`config.mk`:
```
export PLATFORM = sky130hd
export DESIGN_NAME = hpp_cfg
export DESIGN_NICKNAME = d
export VERILOG_FILES = /design/src/rtl/hpp_pkg.sv /design/src/rtl/hpp_cfg.sv
export SDC_FILE = /design/constraint.sdc
export NUM_CORES = 1
export LEC_CHECK = 0
export ABC_AREA = 1
export BUFFER_PORTS_ARGS = -buffer_cell sky130_fd_sc_hd__clkbuf_2
export CAP_MARGIN = 20
export CORE_MARGIN = 4
export CORE_UTILIZATION = 45
export CTS_CLUSTER_DIAMETER = 60
export DETAILED_ROUTE_END_ITERATION = 12
export PLACE_DENSITY = 0.75
export SETUP_SLACK_MARGIN = 0.3
export SLEW_MARGIN = 40
export SYNTH_ARGS = -nofsm -noshare
export SYNTH_HDL_FRONTEND = slang
export SYNTH_SLANG_ARGS = --single-unit
```
`constraint.sdc`:
```
create_clock -name i_clk -period 3.15 [get_ports i_clk]
set_clock_uncertainty 0.15 [all_clocks]
set_input_delay 0.1575 -clock i_clk [delete_from_list [all_inputs] [get_ports i_clk]]
set_output_delay 0.1575 -clock i_clk [all_outputs]
set_load 0.05 [all_outputs]
```
`src/rtl/hpp_pkg.sv`:
```
// Types and constants for the homography point projector
package hpp_pkg;

    localparam int DATA_W        = 32;
    localparam int COORD_W       = 12;
    localparam int NUM_REGS      = 8;
    localparam int IDX_W         = 3;
    localparam int PROD_W        = DATA_W + COORD_W + 1;
    localparam int SUM_W         = PROD_W + 1;
    localparam int Q_W           = 34;
    localparam int LATENCY       = Q_W + 5;
    localparam int FRAC_BITS_DEF = 16;

    localparam logic signed [DATA_W-1:0] S32_MAX = {1'b0, {(DATA_W-1){1'b1}}};
    localparam logic signed [DATA_W-1:0] S32_MIN = {1'b1, {(DATA_W-1){1'b0}}};

    typedef enum logic [IDX_W-1:0] {
        REG_M00 = 3'd0,
        REG_M01 = 3'd1,
        REG_M02 = 3'd2,
        REG_M10 = 3'd3,
        REG_M11 = 3'd4,
        REG_M12 = 3'd5,
        REG_M20 = 3'd6,
        REG_M21 = 3'd7
    } t_reg_idx;

    typedef struct packed {
        logic signed [DATA_W-1:0] m00;
        logic signed [DATA_W-1:0] m01;
        logic signed [DATA_W-1:0] m02;
        logic signed [DATA_W-1:0] m10;
        logic signed [DATA_W-1:0] m11;
        logic signed [DATA_W-1:0] m12;
        logic signed [DATA_W-1:0] m20;
        logic signed [DATA_W-1:0] m21;
    } t_matrix;

    typedef struct packed {
        logic                     valid;
        logic signed [SUM_W-1:0]  nx;
        logic signed [SUM_W-1:0]  ny;
        logic signed [SUM_W-1:0]  w;
        logic signed [DATA_W-1:0] off_x;
        logic signed [DATA_W-1:0] off_y;
    } t_sums;

    typedef struct packed {
        logic                     valid;
        logic                     neg;
        logic                     ovf;
        logic [Q_W-1:0]           quot;
        logic signed [DATA_W-1:0] off;
    } t_div_res;

endpackage

```
`src/rtl/hpp_cfg.sv`:
```
// Matrix coefficient registers with write port
module hpp_cfg #(
    parameter int FRAC_BITS = hpp_pkg::FRAC_BITS_DEF
) (
    input  logic                        i_clk,
    input  logic                        i_rst_n,
    input  logic                        i_cfg_we,
    input  logic [hpp_pkg::IDX_W-1:0]   i_cfg_index,
    input  logic [hpp_pkg::DATA_W-1:0]  i_cfg_data,
    output hpp_pkg::t_matrix            o_matrix
);
    import hpp_pkg::*;

    localparam logic signed [DATA_W-1:0] ONE_Q = DATA_W'(1) << FRAC_BITS;

    t_matrix r_matrix;

    always_ff @(posedge i_clk) begin
        if (!i_rst_n) begin
            // identity
            r_matrix <= '{m00: ONE_Q, m01: '0, m02: '0,
                          m10: '0, m11: ONE_Q, m12: '0,
                          m20: '0, m21: '0};
        end else if (i_cfg_we) begin
            case (t_reg_idx'(i_cfg_index))
                REG_M00: r_matrix.m00 <= i_cfg_data;
                REG_M01: r_matrix.m01 <= i_cfg_data;
                REG_M02: r_matrix.m02 <= i_cfg_data;
                REG_M10: r_matrix.m10 <= i_cfg_data;
                REG_M11: r_matrix.m11 <= i_cfg_data;
                REG_M12: r_matrix.m12 <= i_cfg_data;
                REG_M20: r_matrix.m20 <= i_cfg_data;
                REG_M21: r_matrix.m21 <= i_cfg_data;
                default: r_matrix <= r_matrix;
            endcase
        end
    end

    assign o_matrix = r_matrix;

endmodule

```
==> impl_metrics.json <==
{
  "synth-simple-area-share": 0.4241,
  "yosysMostFrequentCell": "nor2_1",
  "slowest_delay_ps": 560,
  "layout-drive-gt1-share": 0.2122,
  "place_area_um2": 11600,
  "path_class": "in2reg",
  "tightest_slew_ps": 820.1,
  "crit_top_cell": "nor2_1",
  "slew_headroom": 0.4532,
  "nFillCells": 2036,
  "cts.sinks": 256,
  "start_util": 0.4572,
  "rsz0062_at_grt": "no",
  "syn-num-nets": 1473,
  "setup_tns_ps": 0,
  "drt_pass1_iterations": 5,
  "cts_max_path_buffers": 3,
  "htreeDepth": 1,
  "end_kind": "register",
  "multiInputGateArea_um2": 4264,
  "grt_first_pass_wirelength_um": 51350,
  "synth_common_cells": "nor2_1, nand2_1, dfxtp_1",
  "syn_area_per_cell_um2": 6.953,
  "crit_path_start_kind": "input pin",
  "power_frac_clock": 0.394,
  "p_leak_nw": 6.024,
  "core_area_um2": 21820,
  "fin_area_um2": 12690,
  "min_period_ps": 1903,
  "cts_buffers": 27,
  "hold_viol": 0,
  "clkTransAtPathRegs_ps": 60,
  "die_x_um": 156.9,
  "pwr_density_cell_nw_per_um2": 591.7,
  "antenna-diode-count": 0,
  "cp_top_family": "buffers and inverters",
  "synth-main-ff-cell": "dfxtp_1",
  "cts-root-buf": "clkbuf_16",
  "ctsResizeCount": 0,
  "pin_count": 294,
  "grt_pass1_vias": 9140,
  "synth_top_family_by_area": "simple AND/OR/NAND/NOR gates",
  "vias": 10085,
  "fp-row-count": 54,
  "whs_ps": 22.88,
  "maxCapViolCount": 0,
  "period_share": 0.6041,
  "nets": 1741,
  "slew_viol_final": 0,
  "die_h_um": 156.9,
  "drt_iter0_drc": 711,
  "synth-xor-area-share": 0,
  "netlist.area_leader.share": 0.5137,
  "synth_compound_area_frac": 0.0005016,
  "syn_area_um2": 9977,
  "critical_path.cell_chain": "dlygate4sd3_1 -> clkbuf_2 -> inv_2 -> nand2_1 -> nor2_2 -> buf_4 -> nor2_1 -> nor2_1",
  "avgRoutedWirePerCell_um": 16.81,
  "synth-seq-cells": 256,
  "clock_latency_ps": 520,
  "peakVddDrop_v": 0.0004757,
  "r2r_slack_ps": 2360,
  "crit_slowest_cell": "dlygate4sd3_1",
  "cp.required_ps": 3460,
  "place.gp.congestion": 0.8433,
  "syn_to_final_growth_pct": 27.19,
  "drc_errors": 0,
  "yosys_warnings": 0,
  "synth-edff-count": 0,
  "final-setup-viol-count": 0,
  "p_seq_frac": 0.455,
  "net-switching-power_mw": 2.196,
  "dieArea_um2": 24620,
  "pwr-share-comb": 0.150,
  "wl_um": 33620,
  "via_per_inst": 5.043,
  "grt_usage": 0.2591,
  "antenna_found_initial": 0,
  "cellInternalPower_mw": 5.313,
  "yosysUniqueCellTypes": 14,
  "yosysSeqAreaShare": 0.5137,
  "syn_inst": 1435,
  "overflow": 0,
  "arrival_ps": 2210,
  "holdCritPathClass": "in2reg",
  "synth_mux_area_frac": 0,
  "path_buf_inv": 4,
  "hpwl_um": 21790,
  "path_max_fanout": 20,
  "swShare": 0.2924,
  "cts_tree": "built",
  "largest_reg_flops": 256,
  "status": "complete, no violations",
  "grt_max_degree": 124,
  "ys_async_sr_fraction": 0,
  "synthTopCellsByArea": "dfxtp_1, nor2_1, nand3_1, nand2_1, buf_2",
  "fmax_mhz": 525.5,
  "numPortBuffers": 293,
  "seq_area_um2": 5125,
  "synthAdderAreaFrac": 0,
  "postRouteAntennaNets": 0,
  "synth_area_leader_cell": "dfxtp_1"
}
metrics by stage:
stage	std cells	worst slack [ps]	power, mW	util
2_1_floorplan	1435	1980	4.282	-
3_3_place_gp	1925	1317	4.564	0.5291
3_5_place_dp	1928	1304	4.585	0.5318
5_1_grt	2000	1112	7.775	0.5815
6_report	2000	1247	7.508	0.5815
4_1_cts	1999	1274	7.539	0.5800
cell families (layout without fill, tap and decap cells):
kind of cell	after synthesis	after routing
simple gates	1040	1040
flops	256	256
buf+inv	138	423
compound gates	1	1
placed cells by master (no fill, tap or decap):
master / instances
buf_4: 11
nor2_4: 8
inv_1: 35
clkbuf_8: 6
inv_6: 1
o21ai_0: 1
nor2_2: 4
buf_8: 2
clkbuf_2: 292
inv_2: 3
clkinv_2: 1
buf_12: 5
clkbuf_16: 27
buf_6: 1
nand2_1: 294
nand2_2: 2
dfxtp_1: 256
nand3_1: 224
nor2_1: 508
dlygate4sd3_1: 25
buf_16: 2
clkbuf_1: 12
repair_timing:
action / 4_1_cts / 5_1_grt
setup buffers: 0 / 0
hold buffers: 25 / 0
endpoints found under the hold margin: 81 / 0
power by group through the flow:
stage | logic [mW] | registers (mW) | clock network [mW]
after global placement | 1.08 | 3.49 | 0
after CTS | 1.12 | 3.42 | 3.00
after global routing | 1.21 | 3.43 | 3.14
after detailed placement | 1.10 | 3.49 | 0
after floorplan | 0.412 | 3.87 | 0
final | 1.13 | 3.42 | 2.96
metal layers:
metal / GRT usage / vias up / wire [um]
met2: 0.4215 / 416 / 15520
met3: 0.04922 / 55 / 2745
met5: 0 / - / 0
met1: 0.3514 / 4641 / 14410
li1: - / 4973 / -
met4: 0.07975 / 0 / 947
worst min-delay path, cell delays in order:
cell and delay (ps):
clkbuf_2 120, nand2_2 190, o21ai_0 120, nand3_1 70
cell type report:
| type | count | area share |
|---|---|---|
| clock buffers | 44 | 0.06222 |
| clock inverters | 2 | 0.001085 |
| multi-input cells | 1041 | 0.3360 |
| flip-flops and latches | 256 | 0.4039 |
| inverters | 38 | 0.01124 |
| well taps | 280 | 0.02761 |
| repair buffers | 339 | 0.1580 |
path summary, 6_finish.rpt:
check / depth (start not counted) / endpoint / from
min: 4 / o_matrix[112] / i_cfg_index[2]
min reg2reg: 2 / o_matrix[17] / o_matrix[17]
max: 8 / o_matrix[70] / i_cfg_index[1]
max reg2reg: 2 / o_matrix[108] / o_matrix[108]
No activity file was read; power rests on OpenSTA's default activity.
