**config.mk**
```make
export PLATFORM = sky130hd
export DESIGN_NAME = hpp_sat
export DESIGN_NICKNAME = d
export VERILOG_FILES = /design/src/rtl/hpp_pkg.sv /design/src/rtl/hpp_sat.sv
export SDC_FILE = /design/constraint.sdc
export NUM_CORES = 1
export LEC_CHECK = 0
export BUFFER_PORTS_ARGS = -buffer_cell sky130_fd_sc_hd__buf_2
export CELL_PAD_IN_SITES_DETAIL_PLACEMENT = 1
export CELL_PAD_IN_SITES_GLOBAL_PLACEMENT = 1
export CORE_MARGIN = 2
export CORE_UTILIZATION = 42
export CTS_BUF_LIST = sky130_fd_sc_hd__clkbuf_8 sky130_fd_sc_hd__clkbuf_16
export CTS_CLUSTER_DIAMETER = 100
export CTS_CLUSTER_SIZE = 14
export DETAILED_ROUTE_END_ITERATION = 10
export GPL_ROUTABILITY_DRIVEN = 0
export GPL_TIMING_DRIVEN = 0
export HOLD_SLACK_MARGIN = 0.05
export PLACE_DENSITY = 0.95
export SETUP_SLACK_MARGIN = 0.5
export SLEW_MARGIN = 0
export SYNTH_ARGS = -nofsm -noshare
export SYNTH_HDL_FRONTEND = slang
export SYNTH_SLANG_ARGS = --single-unit
export TNS_END_PERCENT = 50
```
**constraint.sdc**
```tcl
create_clock -name i_clk -period 8.8 [get_ports i_clk]
set_input_delay 1.76 -clock i_clk [delete_from_list [all_inputs] [get_ports i_clk]]
set_output_delay 1.76 -clock i_clk [all_outputs]
set_load 0.02 [all_outputs]
```
**src/rtl/hpp_pkg.sv**
```systemverilog
// Types and constants for the homography point projector
package hpp_pkg;

    localparam int DATA_W        = 32;
    localparam int COORD_W       = 12;
    localparam int NUM_REGS      = 8;
    localparam int IDX_W         = 3;
    localparam int PROD_W        = DATA_W + COORD_W + 1;
    localparam int SUM_W         = PROD_W + 1;
    localparam int Q_W           = 34;
    localparam int LATENCY       = Q_W + 5;
    localparam int FRAC_BITS_DEF = 16;

    localparam logic signed [DATA_W-1:0] S32_MAX = {1'b0, {(DATA_W-1){1'b1}}};
    localparam logic signed [DATA_W-1:0] S32_MIN = {1'b1, {(DATA_W-1){1'b0}}};

    typedef enum logic [IDX_W-1:0] {
        REG_M00 = 3'd0,
        REG_M01 = 3'd1,
        REG_M02 = 3'd2,
        REG_M10 = 3'd3,
        REG_M11 = 3'd4,
        REG_M12 = 3'd5,
        REG_M20 = 3'd6,
        REG_M21 = 3'd7
    } t_reg_idx;

    typedef struct packed {
        logic signed [DATA_W-1:0] m00;
        logic signed [DATA_W-1:0] m01;
        logic signed [DATA_W-1:0] m02;
        logic signed [DATA_W-1:0] m10;
        logic signed [DATA_W-1:0] m11;
        logic signed [DATA_W-1:0] m12;
        logic signed [DATA_W-1:0] m20;
        logic signed [DATA_W-1:0] m21;
    } t_matrix;

    typedef struct packed {
        logic                     valid;
        logic signed [SUM_W-1:0]  nx;
        logic signed [SUM_W-1:0]  ny;
        logic signed [SUM_W-1:0]  w;
        logic signed [DATA_W-1:0] off_x;
        logic signed [DATA_W-1:0] off_y;
    } t_sums;

    typedef struct packed {
        logic                     valid;
        logic                     neg;
        logic                     ovf;
        logic [Q_W-1:0]           quot;
        logic signed [DATA_W-1:0] off;
    } t_div_res;

endpackage

```
**src/rtl/hpp_sat.sv**
```systemverilog
// Offset add, saturation and registered result outputs
module hpp_sat (
    input  logic                               i_clk,
    input  logic                               i_rst_n,
    input  hpp_pkg::t_div_res                  i_res_x,
    input  hpp_pkg::t_div_res                  i_res_y,
    output logic                               o_strobe,
    output logic signed [hpp_pkg::DATA_W-1:0]  o_world_x,
    output logic signed [hpp_pkg::DATA_W-1:0]  o_world_y,
    output logic                               o_fault
);
    import hpp_pkg::*;

    localparam int ACC_W = Q_W + 3;
    localparam logic [Q_W:0] Q_LIM = {1'b1, {Q_W{1'b0}}};

    typedef struct packed {
        logic                     clamped;
        logic signed [DATA_W-1:0] value;
    } t_sat;

    function automatic t_sat add_clamp(t_div_res res);
        logic [Q_W:0]             q;
        logic signed [ACC_W-1:0]  ext;
        logic signed [ACC_W-1:0]  qs;
        logic signed [ACC_W-1:0]  s;
        t_sat                     r;
        // quotient too large (or zero divisor) forces a clamp in the sign's direction
        q   = res.ovf ? Q_LIM : {1'b0, res.quot};
        ext = ACC_W'(res.off);
        qs  = $signed({2'b00, q});
        s   = res.neg ? ext - qs : ext + qs;
        if (!s[ACC_W-1] && (|s[ACC_W-2:DATA_W-1])) begin
            r.clamped = 1'b1;
            r.value   = S32_MAX;
        end else if (s[ACC_W-1] && !(&s[ACC_W-2:DATA_W-1])) begin
            r.clamped = 1'b1;
            r.value   = S32_MIN;
        end else begin
            r.clamped = 1'b0;
            r.value   = s[DATA_W-1:0];
        end
        return r;
    endfunction

    t_sat sx, sy;
    logic r_strobe;
    logic r_fault;
    logic signed [DATA_W-1:0] r_world_x, r_world_y;

    assign sx = add_clamp(i_res_x);
    assign sy = add_clamp(i_res_y);

    always_ff @(posedge i_clk) begin
        if (!i_rst_n) begin
            r_strobe <= 1'b0;
        end else begin
            r_strobe <= i_res_x.valid & i_res_y.valid;
        end
    end

    always_ff @(posedge i_clk) begin
        r_world_x <= sx.value;
        r_world_y <= sy.value;
        r_fault   <= sx.clamped | sy.clamped;
    end

    assign o_strobe  = r_strobe;
    assign o_world_x = r_world_x;
    assign o_world_y = r_world_y;
    assign o_fault   = r_fault;

endmodule

```
==> results of run 1 <==
-- final timing paths --
path | startpoint | endpoint | slack [ns]
worst min-delay path | i_res_y[68] | o_strobe | 1.65
worst max-delay path | i_res_x[66] | o_fault | 0.90
-- final cells by class --
| type | count | area [um^2] |
|---|---|---|
| flip-flops and latches | 66 | 1320 |
| clock inverters | 7 | 108 |
| plain buffers | 41 | 161 |
| multi-input cells | 905 | 6000 |
| fillers | 2392 | 8590 |
| clock buffers | 9 | 225 |
| repair buffers | 203 | 1020 |
| well taps | 229 | 287 |
| inverters | 36 | 135 |
-- stage by stage --
step | hold slack [ns] | area [um^2]
global route | 1.65 | 9250
finish | 1.65 | 9250
CTS | 1.64 | 9230
detailed placement | 1.99 | 8890
floorplan | 1.91 | 7590
global placement | 1.99 | 8890
-- report_power, final --
group          switching, W  total [W]  leakage, nW  internal [W]
clock              0.000162   0.000417        0.160      0.000254
combinational      0.000674    0.00106         3.48      0.000387
sequential        0.0000309   0.000448        0.555      0.000417
total              0.000867    0.00193         4.19       0.00106
-- cells by family (layout without fill, tap and decap cells) --
kind of cell             count (synthesis)  in the layout
adder cells (fa/ha/maj)                 76             76
XOR/XNOR                               110            110
AND/OR/NAND/NOR                        377            377
flip-flops                              66             66
buffers and inverters                   77            296
AO/OA/AOI/OAI                          338            338
multiplexers                             4              4
-- timing repair --
| action | CTS | global route |
|---|---|---|
| gates resized for setup | 1 | 6 |
| hold endpoints to repair | 0 | 0 |
| setup endpoints to repair | 20 | 59 |
-- synth_stat cells, drive strengths merged (5+ instances only) --
cell,n,share of area (%)
nor2,117,5.8
a21oi,99,6.6
nand2,89,4.4
ha,74,12
o21ai,71,4.7
xnor2,69,8.0
dfxtp,66,17
a21o,50,4.9
xor2,41,4.7
nor2b,38,3.1
nor3,37,2.4
inv,36,1.8
clkbuf,33,1.6
nand3,24,1.6
a31oi,20,1.8
o21a,20,2.0
nor4,17,1.4
o21bai,14,1.4
nand2b,13,1.1
a31o,9,1.0
nand4,9,0.74
o211ai,9,0.89
buf,8,0.48
a211oi,7,0.69
or3,7,0.58
and2,6,0.49
and3,6,0.49
a41oi,5,0.58
and4,5,0.58
o311ai,5,0.68
-- state kept, by name, indices dropped and copies added, names as in the netlist --
register and count:
o_fault 1, o_strobe 1, o_world_x 32, o_world_y 32
-- layer usage --
metal | global-route usage (%) | up-vias | part of all wire [%]
met4 | 10.8 | 0 | 3.6
li1 | - | 4227 | -
met2 | 54.8 | 400 | 50
met5 | 0 | - | 0
met3 | 4.16 | 85 | 6.6
met1 | 33.0 | 4159 | 39
==> reports/metrics.cfg, run 1 <==
[placement]
dp_hpwl_mm=23.5
dpl_worst_slack_ns=0.105
dp.cells=1480
numPortBuffers=203

[synth]
yosys.area_share.simple_pct=23.7
yosysUniqueCellTypes=65
ys_async_sr_fraction_pct=0
ys_warn_count=0
synth_fa_ha_area_share_pct=12.7
yosysSeqAreaShare_pct=17.4
syn-num-nets=1264
ys_ff_latch=66
synth-main-ff-cell=dfxtp_1
synthMuxAreaShare_pct=0.544
avgSynthCellArea_um2=7.24
synth_xor_area_share_pct=12.7
netlist_instances=1048
synth_top_family_by_area=compound AO/OA/AOI/OAI gates
synth-edff-count=0
synth_compound_area_share_pct=29.0
syn_area_um2=7590

[setup_path]
crit_buf_inv=6
startpoint_type=primary input
crit_slowest_cell=a31oi_1
endpoint_kind=flop
cp_cell_sequence=buf_2 > clkbuf_1 > inv_1 > clkbuf_1 > clkbuf_1 > nand2_1 > ha_1 > o21ai_0 > nor2_1 > o21ai_2 > o311ai_0 > ha_1 > o21a_1 > o21bai_1 > a21oi_1 > and4_1 > a21oi_2 > a31oi_1 > a31oi_1 > o311ai_0 > and4_1 > clkbuf_1 > mux2i_1 > or3b_1
cp_max_fo=10
crit_arrival_ns=8.11
required_ns=9.01
worst-path-stages=24
crit_family=compound AO/OA/AOI/OAI gates
critical_path_class=in2reg
path_common_cell=clkbuf_1
slowest_delay_ns=0.54

[timing]
period_share_pct=89.8
slew_headroom_pct=43.8
slew_violations=0
worstMarginPinSlew_ns=0.837
max_freq_ghz=0.127
timing.final.crit_period_ns=7.90
rsz0062_at_grt=yes
hold_viol=0
fin_setup_tns_ns=0
timing.final.setup_violations=0
setup_ws_ns=0.899

[cts]
htree_levels=3
numCtsBuffers=9
clock-sinks=66
clockBufferDepth=2
cts_tree=built
clk_pin_slew_ns=0.06
post_cts_buffers=0
root_buffer=clkbuf_16
postCtsHoldBufs=0

[finish]
layout_commonest_cell=buf_2
syn_to_final_growth_pct=21.9
drive_gt1_share_pct=19.3
fin_util_pct=51.9
fin_nets=1478
final_cell_mix=208 x buf_2, 117 x nor2_1, 97 x a21oi_1
fin_cells=1496
n_antenna_cell=0

[routing]
antenna_left=0
wl_per_cell_um=19.3
dr.pass1.iters=5
drtIter0Drc=577
vias=8871
drc=0
drt-total-wl_mm=28.9
via_per_inst=5.93

[power_and_ir_drop]
vdd_drop_max_v=0.000139
power.total_w=0.00193
powerDensity_nw_per_um2=208
leakagePower_nw=4.19

[global_route]
grt_pass1_vias=9068
antenna_found_initial=0
grt-ovfl-total=0
grt_usage_pct=29.1
grt_max_degree=15
grt_pass1_wl_mm=46.0

[worst_hold_path]
min_delay_path_depth=2
hp-class=in2reg

[run]
drv_cap=0

[die]
fp.dieH_um=138
start_util_pct=42.5
die_x_um=138
core-area_um2=17800
num_rows=49
ios=206
dieArea_um2=19200

[run_status]
outcome=completed

Power figures use the tool's default switching activity.
==> run 2, diff against run 1 <==
--- a/config.mk
+++ b/config.mk
@@ -6,10 +6,8 @@
 export NUM_CORES = 1
 export LEC_CHECK = 0
 export BUFFER_PORTS_ARGS = -buffer_cell sky130_fd_sc_hd__buf_2
-export CELL_PAD_IN_SITES_DETAIL_PLACEMENT = 1
-export CELL_PAD_IN_SITES_GLOBAL_PLACEMENT = 1
 export CORE_MARGIN = 2
-export CORE_UTILIZATION = 42
+export CORE_UTILIZATION = 55
 export CTS_BUF_LIST = sky130_fd_sc_hd__clkbuf_8 sky130_fd_sc_hd__clkbuf_16
 export CTS_CLUSTER_DIAMETER = 100
 export CTS_CLUSTER_SIZE = 14
@@ -17,7 +15,7 @@
 export GPL_ROUTABILITY_DRIVEN = 0
 export GPL_TIMING_DRIVEN = 0
 export HOLD_SLACK_MARGIN = 0.05
-export PLACE_DENSITY = 0.95
+export PLACE_DENSITY = 0.93
 export SETUP_SLACK_MARGIN = 0.5
 export SLEW_MARGIN = 0
 export SYNTH_ARGS = -nofsm -noshare
==> reports/metrics.cfg, run 2 (synthesis gave the netlist of run 1 again) <==
[run_status]
outcome=completed

[global_route]
use_met2_pct=55.8
grt_pass1_vias=8169
grt_pass1_wl_mm=38.0
grt_max_degree=15
gr-usage-met1_pct=37.4
met3_usage_pct=4.42
grt-ovfl-total=0
antenna_found_initial=0
grt_usage_pct=31.8
grt-busiest-layer=met2

[finish]
fin_nets=1478
layout_commonest_cell=buf_2
drive_gt1_share_pct=19.2
n_antenna_cell=0
fillers=1099
final_cell_mix=208 x buf_2, 117 x nor2_1, 97 x a21oi_1
syn_to_final_growth_pct=20.7
final_cell_area_um2=9160

[timing]
holdWs_ns=1.65
worstMarginPinSlew_ns=0.768
rsz0062_at_grt=yes
timing.final.setup_violations=0
max_freq_ghz=0.127
timing.final.crit_period_ns=7.90
slew_headroom_pct=48.4
period_share_pct=89.7
slew_violations=0
fin_setup_tns_ns=0
setup_ws_ns=0.903
hold_viol=0

[power_and_ir_drop]
leakagePower_nw=4.18
vdd_drop_max_v=0.000116
powerDensity_nw_per_um2=202

[worst_hold_path]
hp-class=in2reg

[cts]
post_cts_buffers=0
clock-sinks=66
cts_tree=built
clk_pin_slew_ns=0.06
htree_levels=3
numCtsBuffers=9
clockBufferDepth=2
root_buffer=clkbuf_16

[die]
num_rows=42
dieArea_um2=14800
die_x_um=121
fp.dieH_um=121
ios=206
start_util_pct=56.9
core-area_um2=13300

[setup_path]
startpoint_type=primary input
slowest_delay_ns=0.51
crit_family=compound AO/OA/AOI/OAI gates
cp_max_fo=10
crit_slowest_cell=o41ai_2
crit_arrival_ns=8.09
crit_buf_inv=6
required_ns=8.99
path_common_cell=clkbuf_1
critical_path_class=in2reg
cp_cell_sequence=buf_2 > clkbuf_1 > inv_1 > clkbuf_1 > clkbuf_1 > nand2_1 > ha_1 > o21ai_0 > nor2_1 > o21ai_1 > o311ai_0 > ha_1 > and3_1 > o211ai_1 > a31oi_1 > o41ai_2 > o31a_1 > o31ai_1 > a221o_1 > a21oi_1 > xnor2_1 > nor2_1 > clkbuf_1 > o21ai_0
endpoint_kind=flop

[placement]
dp_hpwl_mm=19.3
place_area_um2=8830
dpl_worst_slack_ns=0.490
numPortBuffers=203

[routing]
drt-total-wl_mm=24.1
antenna_left=0
drtIter0Drc=808
drc=0
vias=8919
wl_per_cell_um=16.7
via_per_inst=6.18
dr.pass1.iters=7

[run]
drv_cap=0

[run 2: cell types whose count changed in the layout (fill, tap and decap cells not counted), sizes merged]
cell / before / now
bufinv: 2 / 1
clkinv: 0 / 1
[run 2: metal layers]
metal | share of wire, % | vias up
li1 | - | 4216
met4 | 4.6 | 0
met3 | 9.3 | 106
met2 | 48 | 605
met1 | 38 | 3992
met5 | 0 | -
[run 2: power breakdown]
| group | total [W] | internal [W] | leakage [nW] | switching, W |
|---|---|---|---|---|
| clock | 0.000374 | 0.000224 | 0.147 | 0.000150 |
| combinational | 0.00103 | 0.000385 | 3.47 | 0.000645 |
| sequential | 0.000447 | 0.000417 | 0.555 | 0.0000303 |
| total | 0.00185 | 0.00103 | 4.18 | 0.000825 |
[run 2: layout make-up]
class | count | area (um^2) | share of cell area (%)
multi-input combinational | 905 | 6000 | 65.5
inverter | 36 | 135 | 1.48
clock inverter | 7 | 81.3 | 0.888
tap | 176 | 220 | 2.40
clock buffer | 9 | 225 | 2.46
sequential | 66 | 1320 | 14.4
buffer | 41 | 161 | 1.76
timing repair buffer | 203 | 1020 | 11.1
[run 2: worst paths after layout]
kind	startpoint	endpoint	slack (ns)	cells after the start
worst max-delay path	i_res_x[66]	o_world_x[28]	0.90	24
worst min-delay path	i_res_y[68]	o_strobe	1.65	2
[run 2: stage by stage]
| step | power [W] | utilization (%) | cells |
|---|---|---|---|
| floorplan | 0.00115 | - | 1048 |
| global placement | 0.00143 | 66.1 | 1427 |
| detailed placement | 0.00146 | 66.1 | 1427 |
| CTS | 0.00183 | 68.4 | 1443 |
| global route | 0.00196 | 68.6 | 1443 |
| finish | 0.00185 | 68.6 | 1443 |
[run 2: repair_timing]
item                       in CTS  in global routing
resized for setup               0                  6
setup endpoints to repair       0                 42
hold buffers                    0                  0
